--- config.mk ---
export PLATFORM = sky130hd
export DESIGN_NAME = onewire_bus_master_top
export DESIGN_NICKNAME = d
export VERILOG_FILES = /design/src/rtl/obm_pkg.sv /design/src/rtl/obm_cfg_regs.sv /design/src/rtl/obm_core.sv /design/src/rtl/onewire_bus_master_top.sv
export SDC_FILE = /design/constraint.sdc
export NUM_CORES = 1
export LEC_CHECK = 0
export BUFFER_PORTS_ARGS = -buffer_cell sky130_fd_sc_hd__buf_2
export CAP_MARGIN = 20
export CORE_MARGIN = 4
export CORE_UTILIZATION = 31
export CTS_CLUSTER_SIZE = 30
export DETAILED_ROUTE_END_ITERATION = 6
export GPL_TIMING_DRIVEN = 0
export SKIP_LAST_GASP = 1
export SYNTH_ARGS = -nofsm -noshare
export SYNTH_HDL_FRONTEND = slang
export SYNTH_SLANG_ARGS = --single-unit
export TNS_END_PERCENT = 5
--- constraint.sdc ---
create_clock -name clk -period 6.3 [get_ports clk]
set_clock_uncertainty 0.05 [all_clocks]
set_input_delay 1.26 -clock clk [delete_from_list [all_inputs] [get_ports clk]]
set_output_delay 1.26 -clock clk [all_outputs]
set_load 0.05 [all_outputs]
--- src/rtl/obm_pkg.sv ---
// shared types and constants for the one-wire bus master
`timescale 1ns / 1ps

package obm_pkg;

    localparam int TimerWidth = 10;

    // command codes
    localparam logic [1:0] CMD_NONE  = 2'd0;
    localparam logic [1:0] CMD_RESET = 2'd1;
    localparam logic [1:0] CMD_WRITE = 2'd2;
    localparam logic [1:0] CMD_READ  = 2'd3;

    // configuration register indexes
    localparam logic [2:0] CFG_WRITE_LOW       = 3'd0;
    localparam logic [2:0] CFG_WRITE_SLOT      = 3'd1;
    localparam logic [2:0] CFG_READ_LOW        = 3'd2;
    localparam logic [2:0] CFG_READ_SAMPLE     = 3'd3;
    localparam logic [2:0] CFG_READ_SLOT       = 3'd4;
    localparam logic [2:0] CFG_RESET_LOW       = 3'd5;
    localparam logic [2:0] CFG_PRESENCE_SAMPLE = 3'd6;
    localparam logic [2:0] CFG_RESET_TAIL      = 3'd7;

    // reset values of the timing registers
    localparam logic [7:0] WRITE_LOW_RST       = 8'd5;
    localparam logic [7:0] WRITE_SLOT_RST      = 8'd85;
    localparam logic [7:0] READ_LOW_RST        = 8'd3;
    localparam logic [7:0] READ_SAMPLE_RST     = 8'd13;
    localparam logic [7:0] READ_SLOT_RST       = 8'd66;
    localparam logic [9:0] RESET_LOW_RST       = 10'd500;
    localparam logic [9:0] PRESENCE_SAMPLE_RST = 10'd30;
    localparam logic [9:0] RESET_TAIL_RST      = 10'd500;

    // released gap after a written byte
    localparam logic [TimerWidth-1:0] GAP_US = 10'd100;

    typedef struct packed {
        logic [7:0] write_low_us;
        logic [7:0] write_slot_us;
        logic [7:0] read_low_us;
        logic [7:0] read_sample_us;
        logic [7:0] read_slot_us;
        logic [9:0] reset_low_us;
        logic [9:0] presence_sample_us;
        logic [9:0] reset_tail_us;
    } cfg_t;

    typedef struct packed {
        logic       drive_low;
        logic       busy_res;
        logic       done_res;
        logic [7:0] rx_byte;
        logic       presence;
    } res_t;

    // last tick of a phase of length len (a length of zero acts as one)
    function automatic logic at_end(input logic [TimerWidth-1:0] t,
                                    input logic [TimerWidth-1:0] len);
        return ({1'b0, t} + {{TimerWidth{1'b0}}, 1'b1}) >= {1'b0, len};
    endfunction

endpackage

--- src/rtl/obm_cfg_regs.sv ---
// timing configuration registers of the one-wire bus master
`timescale 1ns / 1ps

module obm_cfg_regs
(
    input  logic              clk,
    input  logic              rst_n,
    input  logic              cfg_we,
    input  logic [2:0]        cfg_index,
    input  logic [9:0]        cfg_data,
    output obm_pkg::cfg_t     cfg
);

    obm_pkg::cfg_t cfg_reg;
    obm_pkg::cfg_t cfg_next;

    always_comb
    begin
        cfg_next = cfg_reg;
        if (cfg_we)
        begin
            unique case (cfg_index)
                obm_pkg::CFG_WRITE_LOW:       cfg_next.write_low_us       = cfg_data[7:0];
                obm_pkg::CFG_WRITE_SLOT:      cfg_next.write_slot_us      = cfg_data[7:0];
                obm_pkg::CFG_READ_LOW:        cfg_next.read_low_us        = cfg_data[7:0];
                obm_pkg::CFG_READ_SAMPLE:     cfg_next.read_sample_us     = cfg_data[7:0];
                obm_pkg::CFG_READ_SLOT:       cfg_next.read_slot_us       = cfg_data[7:0];
                obm_pkg::CFG_RESET_LOW:       cfg_next.reset_low_us       = cfg_data;
                obm_pkg::CFG_PRESENCE_SAMPLE: cfg_next.presence_sample_us = cfg_data;
                obm_pkg::CFG_RESET_TAIL:      cfg_next.reset_tail_us      = cfg_data;
                default:                      cfg_next = cfg_reg;
            endcase
        end
    end

    always_ff @(posedge clk or negedge rst_n)
    begin
        if (!rst_n)
        begin
            cfg_reg.write_low_us       <= obm_pkg::WRITE_LOW_RST;
            cfg_reg.write_slot_us      <= obm_pkg::WRITE_SLOT_RST;
            cfg_reg.read_low_us        <= obm_pkg::READ_LOW_RST;
            cfg_reg.read_sample_us     <= obm_pkg::READ_SAMPLE_RST;
            cfg_reg.read_slot_us       <= obm_pkg::READ_SLOT_RST;
            cfg_reg.reset_low_us       <= obm_pkg::RESET_LOW_RST;
            cfg_reg.presence_sample_us <= obm_pkg::PRESENCE_SAMPLE_RST;
            cfg_reg.reset_tail_us      <= obm_pkg::RESET_TAIL_RST;
        end
        else
        begin
            cfg_reg <= cfg_next;
        end
    end

    assign cfg = cfg_reg;

endmodule

--- src/rtl/obm_core.sv ---
// bus sequencer: phase, slot timer, bit shifter and result flags
`timescale 1ns / 1ps

module obm_core
(
    input  logic              clk,
    input  logic              rst_n,
    input  logic              step_en,
    input  logic [1:0]        command,
    input  logic [7:0]        tx_byte,
    input  logic              bus_level,
    input  obm_pkg::cfg_t     cfg,
    output obm_pkg::res_t     res
);

    typedef enum logic [5:0] {
        PH_IDLE     = 6'b000001,
        PH_RST_LOW  = 6'b000010,
        PH_RST_WAIT = 6'b000100,
        PH_WR_SLOT  = 6'b001000,
        PH_WR_GAP   = 6'b010000,
        PH_RD_SLOT  = 6'b100000
    } phase_t;

    phase_t                             phase_reg, phase_next;
    logic [obm_pkg::TimerWidth-1:0]     timer_reg, timer_next;
    logic [2:0]                         bit_cnt_reg, bit_cnt_next;
    logic [7:0]                         shift_reg, shift_next;
    logic [7:0]                         rx_reg, rx_next;
    logic                               seen_reg, seen_next;
    logic                               pres_reg, pres_next;

    // working copies after a command start
    phase_t                             ph;
    logic [obm_pkg::TimerWidth-1:0]     t;
    logic [2:0]                         bc;
    logic [7:0]                         sh;
    logic                               ps;
    logic                               last;
    logic                               drive;
    logic                               done;

    always_comb
    begin
        ph    = phase_reg;
        t     = timer_reg;
        bc    = bit_cnt_reg;
        sh    = shift_reg;
        ps    = seen_reg;
        last  = 1'b0;
        drive = 1'b0;
        done  = 1'b0;

        if (phase_reg == PH_IDLE && command != obm_pkg::CMD_NONE)
        begin
            t  = '0;
            bc = '0;
            sh = (command == obm_pkg::CMD_WRITE) ? tx_byte : 8'd0;
            unique case (command)
                obm_pkg::CMD_RESET: begin ph = PH_RST_LOW; ps = 1'b0; end
                obm_pkg::CMD_WRITE: ph = PH_WR_SLOT;
                default:            ph = PH_RD_SLOT;
            endcase
        end

        phase_next   = ph;
        timer_next   = t;
        bit_cnt_next = bc;
        shift_next   = sh;
        seen_next    = ps;
        rx_next      = rx_reg;
        pres_next    = pres_reg;

        unique case (ph)
            PH_IDLE:
            begin
                timer_next = t;
            end
            PH_RST_LOW:
            begin
                drive = 1'b1;
                if (obm_pkg::at_end(t, cfg.reset_low_us))
                begin
                    phase_next = PH_RST_WAIT;
                    timer_next = '0;
                end
                else
                    timer_next = t + 1'b1;
            end
            PH_RST_WAIT:
            begin
                if (t == cfg.presence_sample_us && !bus_level)
                    seen_next = 1'b1;
                if (obm_pkg::at_end(t, cfg.reset_tail_us))
                begin
                    pres_next  = seen_next & bus_level;
                    phase_next = PH_IDLE;
                    timer_next = '0;
                    done       = 1'b1;
                end
                else
                    timer_next = t + 1'b1;
            end
            PH_WR_SLOT:
            begin
                last  = obm_pkg::at_end(t, {2'b00, cfg.write_slot_us});
                drive = !last && (t < {2'b00, cfg.write_low_us} || !sh[0]);
                if (last)
                begin
                    shift_next = {1'b0, sh[7:1]};
                    timer_next = '0;
                    if (bc == 3'd7)
                    begin
                        phase_next   = PH_WR_GAP;
                        bit_cnt_next = '0;
                    end
                    else
                        bit_cnt_next = bc + 1'b1;
                end
                else
                    timer_next = t + 1'b1;
            end
            PH_WR_GAP:
            begin
                if (obm_pkg::at_end(t, obm_pkg::GAP_US))
                begin
                    phase_next = PH_IDLE;
                    timer_next = '0;
                    done       = 1'b1;
                end
                else
                    timer_next = t + 1'b1;
            end
            PH_RD_SLOT:
            begin
                last  = obm_pkg::at_end(t, {2'b00, cfg.read_slot_us});
                drive = !last && (t < {2'b00, cfg.read_low_us});
                if (t == {2'b00, cfg.read_sample_us} && bus_level)
                    shift_next = sh | (8'd1 << bc);
                if (last)
                begin
                    timer_next = '0;
                    if (bc == 3'd7)
                    begin
                        rx_next      = shift_next;
                        phase_next   = PH_IDLE;
                        bit_cnt_next = '0;
                        done         = 1'b1;
                    end
                    else
                        bit_cnt_next = bc + 1'b1;
                end
                else
                    timer_next = t + 1'b1;
            end
            default:
            begin
                phase_next = PH_IDLE;
                timer_next = '0;
            end
        endcase

        res.drive_low = drive;
        res.busy_res  = (phase_next != PH_IDLE);
        res.done_res  = done;
        res.rx_byte   = rx_next;
        res.presence  = pres_next;
    end

    always_ff @(posedge clk or negedge rst_n)
    begin
        if (!rst_n)
        begin
            phase_reg   <= PH_IDLE;
            timer_reg   <= '0;
            bit_cnt_reg <= '0;
            shift_reg   <= '0;
            rx_reg      <= '0;
            seen_reg    <= 1'b0;
            pres_reg    <= 1'b0;
        end
        else if (step_en)
        begin
            phase_reg   <= phase_next;
            timer_reg   <= timer_next;
            bit_cnt_reg <= bit_cnt_next;
            shift_reg   <= shift_next;
            rx_reg      <= rx_next;
            seen_reg    <= seen_next;
            pres_reg    <= pres_next;
        end
    end

endmodule

--- src/rtl/onewire_bus_master_top.sv ---
// top level of the one-wire bus master: word registers and handshake
`timescale 1ns / 1ps

// one-wire bus master, stepped by one input word per microsecond tick
// - input channel: in_valid / in_stall with command, tx_byte and the sampled
//   bus_level; every accepted word is one tick of bus time
// - output channel: out_valid / out_stall with drive_low, busy_res, done_res,
//   rx_byte and presence; exactly one output word per input word, in order
// - a command (reset, write byte, read byte) is taken only while idle,
//   otherwise it is ignored; the tick carrying it is the first tick of the
//   operation
// - timing registers are written through cfg_we / cfg_index / cfg_data;
//   the user must write them only while the block is idle; the block does not enforce it
// - an accepted word goes into the input register, then the sequencer step
//   writes its result into the output register
// - throughput: one word per cycle while the receiver does not stall; the
//   step through the sequencer state is combinational and sets that figure
// - when the receiver stalls, the output word holds and the input register
//   keeps its word; in_stall rises only once the input register is full too
// - reset: timing registers take their default values, the sequencer goes
//   idle and both word registers empty

module onewire_bus_master_top
(
    input  logic       clk,
    input  logic       rst_n,
    // configuration port
    input  logic       cfg_we,
    input  logic [2:0] cfg_index,
    input  logic [9:0] cfg_data,
    // input channel
    input  logic       in_valid,
    output logic       in_stall,
    input  logic [1:0] command,
    input  logic [7:0] tx_byte,
    input  logic       bus_level,
    // output channel
    output logic       out_valid,
    input  logic       out_stall,
    output logic       drive_low,
    output logic       busy_res,
    output logic       done_res,
    output logic [7:0] rx_byte,
    output logic       presence
);

    obm_pkg::cfg_t cfg;
    obm_pkg::res_t res;

    // input word register
    logic          in_valid_reg, in_valid_next;
    logic [1:0]    cmd_reg;
    logic [7:0]    tx_reg;
    logic          lvl_reg;

    // output word register
    logic          out_valid_reg, out_valid_next;
    obm_pkg::res_t res_reg;

    logic          out_free;
    logic          in_fire;
    logic          step_en;

    // output register can take a word when empty or being drained
    assign out_free = !out_valid_reg || !out_stall;
    assign step_en  = in_valid_reg && out_free;
    assign in_stall = in_valid_reg && !out_free;
    assign in_fire  = in_valid && !in_stall;

    always_comb
    begin
        in_valid_next = in_valid_reg;
        if (in_fire)
            in_valid_next = 1'b1;
        else if (step_en)
            in_valid_next = 1'b0;

        out_valid_next = out_valid_reg;
        if (step_en)
            out_valid_next = 1'b1;
        else if (!out_stall)
            out_valid_next = 1'b0;
    end

    always_ff @(posedge clk or negedge rst_n)
    begin
        if (!rst_n)
        begin
            in_valid_reg  <= 1'b0;
            out_valid_reg <= 1'b0;
        end
        else
        begin
            in_valid_reg  <= in_valid_next;
            out_valid_reg <= out_valid_next;
        end
    end

    // payload registers, no reset needed
    always_ff @(posedge clk)
    begin
        if (in_fire)
        begin
            cmd_reg <= command;
            tx_reg  <= tx_byte;
            lvl_reg <= bus_level;
        end
        if (step_en)
            res_reg <= res;
    end

    obm_cfg_regs u_cfg
    (
        .clk       (clk),
        .rst_n     (rst_n),
        .cfg_we    (cfg_we),
        .cfg_index (cfg_index),
        .cfg_data  (cfg_data),
        .cfg       (cfg)
    );

    // sequencer advances one tick per word moved into the output register
    obm_core u_core
    (
        .clk       (clk),
        .rst_n     (rst_n),
        .step_en   (step_en),
        .command   (cmd_reg),
        .tx_byte   (tx_reg),
        .bus_level (lvl_reg),
        .cfg       (cfg),
        .res       (res)
    );

    assign out_valid = out_valid_reg;
    assign drive_low = res_reg.drive_low;
    assign busy_res  = res_reg.busy_res;
    assign done_res  = res_reg.done_res;
    assign rx_byte   = res_reg.rx_byte;
    assign presence  = res_reg.presence;

endmodule

==> out/qor.yml <==
ys.warnings.count: 0
reg2regPathDepth: 17
worst-path-max-fanout: 10
largest_net_degree_at_the_start_of_global_routing: 94
route.vias.total: 6204
core.rowCount: 57
synth_commonest_cells: "90 x sky130_fd_sc_hd__nand2_1, 79 x sky130_fd_sc_hd__dfrtp_1, 72 x sky130_fd_sc_hd__inv_1, 55 x sky130_fd_sc_hd__o21ai_0"
grt_pass1_vias: 6135
reg2reg_from: "cmd_reg[0]"
cts-buffers-inserted: 17
ys_seq_elements: 132
wl_mm: 20.9
floorplan.die.height_um: 167
sink_count_of_the_clock_tree: 132
capture_endpoint_of_the_worst_hold_path: "u_core.shift_reg[7]"
detailedRoute.firstIterationViolations: 447
ys_seq_area_share_pct: 44.2
num_antenna_cells: 0
peakVddDrop_uv: 183
wl_met2_mm: 10.1
slew_violations: 0
top_layer_used: "met4"
largest_register_ffs: 70
power.density_cell_area_nw_per_um2: 361
vias_per_cell: 5.21
max_freq_mhz: 170
final_antenna_net_count: 0
max_h_tree_level: 4
critPathCaptureType: "flop"
num_io_pins: 43
total_of_buffers_placed_on_input_and_output_ports: 40
effective_utilization_at_floorplan_pct: 31.8
grtUsageTotal_pct: 15.1
report.final.hold_viol_count: 0
cts.hold.buffers_added: 0
critical-path-max-stage-delay_ns: 0.73
finalNonFillerCells: 1191
report.power.total_w: 0.00328
detailed_place_hpwl_mm: 15.2
insertion_delay_ns: 0.43
setup_violations: 0
overflow: 0
first_pass_iters: 5
finalSetupTns_ns: 0
power_leakage_nw: 4.05
cts-root-buf: "sky130_fd_sc_hd__clkbuf_16"
critPathLaunchType: "flop"
layout_area_overhead_pct: 16.4
worst_pin_slew_ns: 0.881
synth.area.top_cells: "sky130_fd_sc_hd__dfrtp_1 25%, sky130_fd_sc_hd__dfstp_2 10%, sky130_fd_sc_hd__edfxtp_1 8.8%, sky130_fd_sc_hd__ha_1 8.3%, sky130_fd_sc_hd__mux2_2 7.5%"
routed_wire_length_per_instance_um: 17.5
clkTransAtPathRegs_ns: 0.06
r2r_setup_slack_ns: 0.41
placedCellCount: 1160
criticalPathCategory: "reg2reg"
worst_path_most_repeated_cell: "sky130_fd_sc_hd__ha_1"
asyncSetResetFlopFracSynth_pct: 82.6
dieWidth_um: 167
synth.most_common_cell: "sky130_fd_sc_hd__nand2_1"
synth_top_flop_cell: "sky130_fd_sc_hd__dfrtp_1"
hp-class: "reg2reg"
cp_max_delay_cell: "sky130_fd_sc_hd__nor3_1"
cts.path.max_buffers: 2
fraction_of_layout_cells_with_a_size_suffix_above_1_pct: 22.4
regToRegEndpoint: "busy_res"
cts_tree: "done"
maxSlewHeadroom_pct: 41.1
portion_of_the_clock_cycle_consumed_by_the_worst_path_in_the_final_layout_pct: 93.4
syn-instance-count: 794
dieArea_um2: 27800
run_status: "complete, no violations"
final_net_count: 935
number_of_buffers_inserted_by_post_cts_setup_repair: 0
min_delay_path_depth: 2
postSynthNetCount: 875
cp_data_arrival_time_ns: 6.08
grt_setup_unrepaired: "no"
synthesis.area_per_instance_um2: 9.84
final_min_period_ns: 5.89
worstHoldStart: "u_core.shift_reg[7]"
synth_top_area_share_pct: 25.3
number_of_antenna_violations_at_the_first_check_in_global_routing: 0
met1_length_mm: 9.11
wire_length_of_the_first_global_routing_pass_mm: 33.6
synth_edf_count: 23
cp.required_ns: 6.49
globalplace.congestion: 0.925
drcViolationCount: 0
maxCapViolations: 0
met3_length_um: 995
synth_top_cell_by_area: "sky130_fd_sc_hd__dfrtp_1"
core-area_um2: 24500
post_synth_num_cell_types: 83
post_synth_instance_area_um2: 7810
crit_path_cell_trace: "inv_1, ha_1, nor3_1, nand2_2, buf_2, buf_1, clkbuf_1, o21a_1, ha_1, a2111oi_1, o32ai_1, a31oi_1, nand2_1, and3_1, buf_6, or3_4, nor3_4"
fillCellCount: 2476
==> timing repair <==
item	CTS	global route
setup endpoints to repair	4	11
cloned	0	0
endpoints found under the hold margin	0	0
resized for setup	1	0
==> metal layers <==
| metal | track usage, % | up-vias |
|---|---|---|
| met4 | 6.30 | 0 |
| met3 | 2.25 | 50 |
| met1 | 19.8 | 2993 |
| met5 | 0 | - |
| li1 | - | 2970 |
| met2 | 25.1 | 191 |
==> power by group <==
group | total (W) | switching [W] | internal, W
Sequential | 0.00115 | 0.0000904 | 0.00106
Combinational | 0.00105 | 0.000680 | 0.000372
Clock | 0.00108 | 0.000402 | 0.000677
==> layout make-up <==
class	instances	area (um^2)	area share [%]
Buffer	38	180	1.98
Clock buffer	18	439	4.83
Clock inverter	14	196	2.16
Inverter	72	270	2.97
Multi-Input combinational cell	551	3900	42.9
Sequential cell	132	3460	38.0
Tap cell	324	405	4.46
Timing Repair Buffer	42	245	2.70
==> stage by stage <==
| stage | util, % | cell area (um^2) | setup WS [ns] | hold WS, ns |
|---|---|---|---|---|
| CTS | 37.1 | 9100 | 0.0446 | 0.436 |
| floorplan | - | 7810 | 1.80 | 0.392 |
| detailed placement | 34.5 | 8460 | 0.0582 | 0.423 |
| global placement | 34.3 | 8420 | 0.214 | 0.410 |
| finish | 37.1 | 9100 | 0.414 | 0.431 |
| global route | 37.1 | 9100 | 0.228 | 0.467 |
==> worst max-delay path, delay by kind of cell (launching register included) <==
family | cells | cell delay [ns]
flops | 1 | 0.37
fa+ha+maj | 2 | 0.50
simple gates | 6 | 2.16
buf+inv | 5 | 1.16
compound gates | 4 | 1.44
==> how the worst max path moves through the flow <==
stage	start	cells after the start	end	slack, ns
2_1_floorplan	u_core.phase_reg[2]	18	u_core.phase_reg[0]	1.80
3_3_place_gp	cmd_reg[0]	19	u_core.phase_reg[0]	0.21
3_5_place_dp	cmd_reg[0]	19	u_core.phase_reg[0]	0.06
4_1_cts	cmd_reg[0]	19	u_core.phase_reg[0]	0.04
5_1_grt	cmd_reg[0]	18	u_core.phase_reg[0]	0.23
6_report	cmd_reg[0]	17	busy_res	0.41
==> cell usage in the layout, fill, tap and decap left out, types with 5 or more instances in the layout <==
cell type / netlist / routed
sky130_fd_sc_hd__a21oi_1: 35 / 35
sky130_fd_sc_hd__xnor2_1: 10 / 10
sky130_fd_sc_hd__nand4_1: 10 / 10
sky130_fd_sc_hd__nor2b_1: 7 / 7
sky130_fd_sc_hd__a22o_1: 7 / 7
sky130_fd_sc_hd__o21ai_0: 55 / 55
sky130_fd_sc_hd__and2_1: 9 / 9
sky130_fd_sc_hd__inv_1: 72 / 72
sky130_fd_sc_hd__nor3_1: 12 / 12
sky130_fd_sc_hd__buf_2: 9 / 48
sky130_fd_sc_hd__dfrtp_1: 79 / 79
sky130_fd_sc_hd__o22ai_1: 6 / 6
sky130_fd_sc_hd__a31oi_1: 21 / 21
sky130_fd_sc_hd__nand4b_1: 5 / 5
sky130_fd_sc_hd__clkbuf_16: 0 / 17
sky130_fd_sc_hd__nand3_1: 9 / 9
sky130_fd_sc_hd__and3_1: 9 / 9
sky130_fd_sc_hd__clkbuf_1: 22 / 21
sky130_fd_sc_hd__mux2_2: 52 / 52
sky130_fd_sc_hd__dfstp_2: 30 / 30
sky130_fd_sc_hd__nand2b_1: 12 / 12
sky130_fd_sc_hd__nand2_1: 90 / 90
sky130_fd_sc_hd__nor4b_1: 5 / 5
sky130_fd_sc_hd__edfxtp_1: 23 / 23
sky130_fd_sc_hd__nor2_1: 48 / 48
sky130_fd_sc_hd__a21o_1: 6 / 6
sky130_fd_sc_hd__ha_1: 52 / 52
==> logic make-up (layout without fill, tap and decap cells) <==
logic type                 Yosys count  in the layout  share of synthesized area, %
AOI/OAI and AO/OA                  189            189                          16.1
adders and majority gates           52             52                          8.33
xor gates and xnor gates            13             13                          1.46
buffers and inverters              111            184                          5.81
DFF                                132            132                          44.2
muxes                               55             55                          7.88
and+or+nand+nor                    242            242                          16.2
No activity file was read; power rests on OpenSTA's default activity.
